$ cat config.mk
export PLATFORM = sky130hd
export DESIGN_NAME = ose_cell
export DESIGN_NICKNAME = d
export VERILOG_FILES = /design/src/design/ose_pkg.sv /design/src/design/ose_cell.sv
export SDC_FILE = /design/constraint.sdc
export NUM_CORES = 1
export LEC_CHECK = 0
export BUFFER_PORTS_ARGS = -buffer_cell sky130_fd_sc_hd__clkbuf_2
export CAP_MARGIN = 10
export CORE_ASPECT_RATIO = 0.8
export CORE_MARGIN = 5
export CORE_UTILIZATION = 47
export DETAILED_ROUTE_END_ITERATION = 8
export GPL_ROUTABILITY_DRIVEN = 0
export GPL_TIMING_DRIVEN = 0
export PLACE_DENSITY_LB_ADDON = 0.3
export SYNTH_ARGS = -nofsm -noshare
export SYNTH_HDL_FRONTEND = slang
export SYNTH_SLANG_ARGS = --single-unit
$ cat constraint.sdc
create_clock -name clock -period 8.9 [get_ports clock]
set_input_delay 0.445 -clock clock [delete_from_list [all_inputs] [get_ports clock]]
set_output_delay 0.445 -clock clock [all_outputs]
set_load 0.02 [all_outputs]
$ cat src/design/ose_pkg.sv
// Shared types and constants for the ordered set engine.
// No dependencies; used by ose_cell and ordered_set_engine.
package ose_pkg;

   localparam int KEY_W            = 32;
   localparam int OP_W             = 3;
   localparam int DEFAULT_CAPACITY = 256;

   typedef enum logic [OP_W-1:0] {
      OP_INSERT   = 3'd0,
      OP_ERASE    = 3'd1,
      OP_CONTAINS = 3'd2,
      OP_SUCC     = 3'd3,
      OP_PRED     = 3'd4
   } op_type;

   typedef enum logic {
      ST_IDLE   = 1'b0,
      ST_UPDATE = 1'b1
   } state_type;

   // Broadcast from the controller to every cell of the row
   typedef struct packed {
      logic                    capture; // latch compare flags against key
      logic                    update;  // apply the shift for this request
      logic                    ins;     // open a slot at the lower bound
      logic                    era;     // close the slot at the lower bound
      logic                    succ;    // drive the successor key out
      logic                    pred;    // drive the predecessor key out
      logic signed [KEY_W-1:0] key;     // probe key, or key to insert
   } cell_cmd_type;

   // Per-cell status seen by the controller
   typedef struct packed {
      logic eq;       // cell holds the request key
      logic succ_hit; // cell is occupied and greater than the request key
   } cell_stat_type;

endpackage

$ cat src/design/ose_cell.sv
// One slot of the sorted row: holds a key and its compare flags.
// Depends on ose_pkg; instantiated CAPACITY times by ordered_set_engine.
module ose_cell #(
   parameter int INDEX = 0,
   parameter int CNT_W = 9
) (
   input  logic                           clock,
   input  ose_pkg::cell_cmd_type          cmd,
   input  logic [CNT_W-1:0]               count,
   input  logic                           left_lt,
   input  logic                           left_le,
   input  logic signed [ose_pkg::KEY_W-1:0] left_key,
   input  logic                           right_lt,
   input  logic signed [ose_pkg::KEY_W-1:0] right_key,
   output logic signed [ose_pkg::KEY_W-1:0] key_out,
   output logic                           lt_out,
   output logic                           le_out,
   output ose_pkg::cell_stat_type         stat,
   output logic signed [ose_pkg::KEY_W-1:0] sel_key
);

   logic signed [ose_pkg::KEY_W-1:0] key_ff, key_in;
   logic                             lt_ff, lt_in;
   logic                             le_ff, le_in;
   logic                             occupied;
   logic                             sel;

   assign occupied = count > CNT_W'(INDEX);

   // Compare against the probe key when a request is taken, hold otherwise
   always_comb begin
      lt_in = lt_ff;
      le_in = le_ff;
      if (cmd.capture) begin
         lt_in = occupied && (key_ff <  cmd.key);
         le_in = occupied && (key_ff <= cmd.key);
      end
   end

   // Shift right on insert, left on erase, from the lower bound upward
   always_comb begin
      key_in = key_ff;
      if (cmd.update && !lt_ff) begin
         priority if (cmd.ins) begin
            key_in = left_lt ? cmd.key : left_key;
         end else if (cmd.era) begin
            key_in = right_key;
         end else begin
            key_in = key_ff;
         end
      end
   end

   always_ff @(posedge clock) begin
      key_ff <= key_in;
      lt_ff  <= lt_in;
      le_ff  <= le_in;
   end

   // Drive this key out when it is the requested neighbour of the probe
   always_comb begin
      sel = (cmd.succ && occupied && !le_ff && left_le) ||
            (cmd.pred && lt_ff && !right_lt);
      sel_key = sel ? key_ff : '0;
   end

   assign stat.eq       = le_ff && !lt_ff;
   assign stat.succ_hit = occupied && !le_ff;
   assign key_out       = key_ff;
   assign lt_out        = lt_ff;
   assign le_out        = le_ff;

endmodule

[After elaboration in Yosys (flattened, before gate mapping)]
Index checks and enable logic that the tools add are counted.
Widths: inputs -> output; s select.
Storage, ports and cells
  register bits after elaboration: 34
  input port bits: 115
  word-level logic and storage cells: 26
Cells by class
  magnitude comparators: 3
  muxes and demuxes: 4
  reductions and logical operators: 16
Operators with widths (number)
  $mux 32: 4
  $le 32x32->1: 1
  $lt 32x32->1: 1
  $logic_and 1x1->1: 10
  $gt 9x1->1 const B: 1
  $logic_not 1->1: 3
  $reduce_and 2->1: 1
  $reduce_bool 2->1: 1
  $logic_or 1x1->1: 1

[Depth between registers and ports, before layout]
  depth in word-level cells: 6
  gate-level depth with buffers: 8
  mapped depth without buffers: 8

[Least setup slack after synthesis]
Ideal clock, no wire load.
  kind: input-to-reg
  start: in cmd[35] (netlist bit)
  end: reg key_ff, in the netlist key_out[0] (enable)
  arrival time: 3.162 ns
  data required time: 8.432 ns
  path slack: 5.270 ns
  stages: 3
  cells stage by stage: clkbuf_1 nor2_1 nor3b_1
On the way
  word-level cells in the longest chain between the ends: 2
RTL lines
  from (decl): RTL line ose_cell.sv:8  | input ose_pkg::cell_cmd_type cmd,
  $reduce_bool 2->1 (no line)
  $reduce_and 2->1 (no line)
  to (signal assigned): RTL line ose_cell.sv:55  | key_ff <= key_in;
  to (decl): RTL line ose_cell.sv:22  | logic signed [ose_pkg::KEY_W-1:0] key_ff, key_in;
Every way passes these cells.
A chain may end at the register's enable or synchronous reset.

[Final worst setup path]
  start: in count[5]
  end: out sel_key[12] (netlist bit)
On the way
  word-level cells in the longest chain between the ends: 6
RTL lines
  from (decl): RTL line ose_cell.sv:9  | input logic [CNT_W-1:0] count,
  $gt 9x1->1: RTL line ose_cell.sv:28  | assign occupied = count > CNT_W'(INDEX);
  $logic_and 1x1->1 (3 in series): RTL line ose_cell.sv:62  | sel = (cmd.succ && occupied && !le_ff && left_le) ||
  $logic_or 1x1->1: RTL line ose_cell.sv:62
  $mux 32: RTL line ose_cell.sv:64  | sel_key = sel ? key_ff : '0;
  to (decl): RTL line ose_cell.sv:19  | output logic signed [ose_pkg::KEY_W-1:0] sel_key
Every way passes these cells.

==> flow_summary.html <==
<table>
<tr><th>Metric</th><th>Value</th></tr>
<tr><th colspan="2">Status</th></tr>
<tr><td>Outcome</td><td>finished clean</td></tr>
<tr><th colspan="2">Worst setup path</th></tr>
<tr><td>Worst path arrival time</td><td>2060 ps</td></tr>
<tr><td>CP max FO</td><td>10</td></tr>
<tr><td>Setup CP Type</td><td>input port to output pin</td></tr>
<tr><td>Critical path endpoint category</td><td>output pin</td></tr>
<tr><td>Critical Path RT</td><td>8460 ps</td></tr>
<tr><td>Setup crit start kind</td><td>input port</td></tr>
<tr><th colspan="2">Power</th></tr>
<tr><td>Power density cells</td><td>119 nW/um^2</td></tr>
<tr><td>Post-layout total power</td><td>0.000469 W</td></tr>
<tr><td>Worst vdd ir</td><td>91.0 uV</td></tr>
<tr><td>LEAKAGE</td><td>2.06 nW</td></tr>
<tr><th colspan="2">STA</th></tr>
<tr><td>Setup slack of the critical path after layout</td><td>6390 ps</td></tr>
<tr><td>Slew margin rel.</td><td>33.6%</td></tr>
<tr><td>Final critical path time including I/O delays and setup</td><td>2510 ps</td></tr>
<tr><td>Clock tree skew after final layout</td><td>7.76 ps</td></tr>
<tr><td>Transition time at the pin with the least slew margin</td><td>992 ps</td></tr>
<tr><td>Number of pins exceeding their max-slew limit in the final report</td><td>0</td></tr>
<tr><td>Hold Vio Cnt, Final</td><td>0</td></tr>
<tr><td>Fmax</td><td>0.399 GHz</td></tr>
<tr><td>Post-route fraction of the period consumed by the critical path</td><td>28.2%</td></tr>
<tr><td>Setup-failing EPs final</td><td>0</td></tr>
<tr><td>Post-Route Setup TNS</td><td>0 ps</td></tr>
<tr><td>Worst hold-check slack</td><td>381 ps</td></tr>
<tr><td>RSZ-0062 raised after global routing</td><td>no</td></tr>
<tr><th colspan="2">Synth</th></tr>
<tr><td>Most area-hungry cell type in the Yosys netlist</td><td>edfxtp_1</td></tr>
<tr><td>Yosys warning total</td><td>0</td></tr>
<tr><td>Synthesized cell area</td><td>2830 sq um</td></tr>
<tr><td>Share of async-settable or async-resettable flops after synthesis</td><td>0%</td></tr>
<tr><td>Synthesized instance count</td><td>311</td></tr>
<tr><td>Area share of the largest cell type after synthesis</td><td>36.1%</td></tr>
<tr><td>Largest cells by area after synthesis</td><td>edfxtp_1, ha_1, mux2i_1, a21oi_1, nor2b_1</td></tr>
<tr><td>Count of flip-flops with a built-in enable after synthesis</td><td>34</td></tr>
<tr><td>Average size of a mapped cell</td><td>9.08 sq um</td></tr>
<tr><td>Primary flip-flop cell chosen by synthesis mapping</td><td>edfxtp_1</td></tr>
<tr><td>Number of register bits inferred by synthesis</td><td>34</td></tr>
<tr><td>Most numerous cell types in the synthesized netlist</td><td>a21oi_1, nor2_1, edfxtp_1</td></tr>
<tr><td>Post-synthesis sequential area ratio</td><td>36.1%</td></tr>
<tr><td>Top-count cell post-synth</td><td>a21oi_1</td></tr>
<tr><td>Net count after synthesis</td><td>458</td></tr>
<tr><td>Count of unique library cells instantiated by Yosys</td><td>30</td></tr>
<tr><th colspan="2">Global routing</th></tr>
<tr><td>Initial antenna violation count</td><td>0</td></tr>
<tr><td>Gr ovfl total</td><td>0</td></tr>
<tr><td>First-pass GRT wire length</td><td>13800 um</td></tr>
<tr><td>Largest net degree at the start of global routing</td><td>13</td></tr>
<tr><td>GRT Overall Usage</td><td>22.2%</td></tr>
<tr><td>Vias in the first global route</td><td>2912</td></tr>
<tr><th colspan="2">Clock network</th></tr>
<tr><td>Number of buffers added by the clock tree synthesis step</td><td>5</td></tr>
<tr><td>Maximum count of clock buffers along a single path</td><td>2</td></tr>
<tr><td>Number of clock sinks seen by CTS</td><td>34</td></tr>
<tr><td>Clock tree from TritonCTS</td><td>done</td></tr>
<tr><td>Post-CTS clock slew at the launch and capture registers of the worst setup and hold paths</td><td>80 ps</td></tr>
<tr><td>Clk root buf</td><td>clkbuf_8</td></tr>
<tr><td>Number of levels the H-tree was split into</td><td>2</td></tr>
<tr><td>Buffer count from post-CTS setup fixing</td><td>0</td></tr>
<tr><td>Insertion delay to the later sink of the worst-skew pair</td><td>290 ps</td></tr>
<tr><td>Hold bufs inserted after CTS</td><td>0</td></tr>
<tr><td>Post-cts resize count</td><td>0</td></tr>
<tr><th colspan="2">Floorplan</th></tr>
<tr><td>Height of the chip</td><td>79.3 um</td></tr>
<tr><td>Die boundary width</td><td>96.7 um</td></tr>
<tr><td>Number of placement rows</td><td>25</td></tr>
<tr><td>Die area</td><td>7670 sq um</td></tr>
<tr><td>Top-Level Pins</td><td>183</td></tr>
<tr><td>Starting utilization of the core area</td><td>48.0%</td></tr>
<tr><td>Area of the core</td><td>5880 sq um</td></tr>
<tr><th colspan="2">Layout</th></tr>
<tr><td>Fraction of layout instances using a drive strength above 1</td><td>39.8%</td></tr>
<tr><td>Layout net count</td><td>647</td></tr>
<tr><td>Diode count</td><td>0</td></tr>
<tr><td>Layout area overhead</td><td>39.1%</td></tr>
<tr><th colspan="2">Detailed routing</th></tr>
<tr><td>Post-detailed-routing wire length</td><td>8710 um</td></tr>
<tr><td>Average vias per placed instance</td><td>4.96</td></tr>
<tr><td>Vias</td><td>2880</td></tr>
<tr><td>Number of iterations in the first detailed-routing pass</td><td>4</td></tr>
<tr><td>Average wire per cell in the routed design</td><td>15.0 um</td></tr>
<tr><td>Drt first-iter violations</td><td>79</td></tr>
<tr><td>Final antenna-violating net count</td><td>0</td></tr>
<tr><td>DRC violations left</td><td>0</td></tr>
<tr><th colspan="2">Min path</th></tr>
<tr><td>Worst Hold Class</td><td>input port to flop</td></tr>
<tr><th colspan="2">Flow run</th></tr>
<tr><td>Max cap viols</td><td>0</td></tr>
<tr><th colspan="2">Placement</th></tr>
<tr><td>Dpl hpwl</td><td>7330 um</td></tr>
<tr><td>PortBufs</td><td>180</td></tr>
<tr><td>Worst setup timing slack at the placement stage</td><td>6380 ps</td></tr>
</table>
[sequential cells by signal, indices dropped and copies added, names as in the netlist]
register and cells:
key_out 32, le_out 1, lt_out 1
[cell type report]
| cell class | instances | area, sq um |
|---|---|---|
| timing repair buffer | 182 | 923 |
| multi-input combinational | 230 | 1610 |
| sequential | 34 | 1020 |
| clock buffer | 7 | 76.3 |
| buffer | 14 | 78.8 |
| inverter | 33 | 124 |
| tap | 81 | 101 |
| fill | 509 | 1950 |
[worst max-delay path, cell delays in order]
cell and delay [ps]:
clkbuf_2 80, nor4_1 260, nand2_1 120, nor4_4 290, nor2_2 100, a31oi_4 330, buf_6 210, nor2b_1 60
clkbuf_2 150
[worst paths after layout]
path                                            start                    to  slack [ps]  depth (start not counted)
worst max-delay path                         count[5]           sel_key[12]        6390                          9
worst max register to register  key_out[14]$_DFFE_PP_      lt_out$_DFFE_PP_        6540                          7
worst min register to register       lt_out$_DFFE_PP_  key_out[7]$_DFFE_PP_         790                          1
worst min-delay path                          cmd[37]      lt_out$_DFFE_PP_         380                          1
[cells by family (layout without fill, tap and decap cells)]
family / after synthesis / after routing / synth area share (%)
flops: 34 / 34 / 36.1
compound gates: 60 / 60 / 12.1
buf+inv: 47 / 236 / 7.17
fa+ha+maj: 32 / 32 / 14.2
mux: 33 / 33 / 11.9
simple gates: 105 / 105 / 18.5
[placed cells by master (no fill, tap or decap), drive strengths merged]
cell type / n
clkbuf: 194
a21oi: 45
nor2: 45
edfxtp: 34
inv: 33
mux2i: 32
nor2b: 32
ha: 32
nand2: 16
buf: 9
o21ai: 5
nand4: 4
nor4: 4
a211oi: 2
a31oi: 2
nor3b: 2
o21bai: 1
a221oi: 1
o21a: 1
a2bb2oi: 1
nand2b: 1
a21o: 1
mux2: 1
nor3: 1
a21bo: 1
[layer usage]
| layer | vias up | global-route usage (%) | wire, um |
|---|---|---|---|
| met2 | 113 | 41.4 | 4380 |
| met4 | 0 | 4.21 | 69 |
| met5 | - | 0 | 0 |
| li1 | 1455 | - | - |
| met3 | 8 | 6.23 | 669 |
| met1 | 1304 | 25.8 | 3590 |
[power breakdown]
part | switching, W | internal (W)
logic | 0.0000911 | 0.0000686
clock network | 0.0000569 | 0.0000540
registers | 0.00000791 | 0.000191
total | 0.000156 | 0.000313
[stage by stage]
stage | instances | utilization (%) | area (sq um)
2_1_floorplan | 311 | - | 2830
3_3_place_gp | 572 | 65.1 | 3830
3_5_place_dp | 574 | 65.6 | 3850
4_1_cts | 581 | 66.9 | 3930
5_1_grt | 581 | 66.9 | 3930
6_report | 581 | 66.9 | 3930
Note: power is estimated with default switching activity, not from simulation.
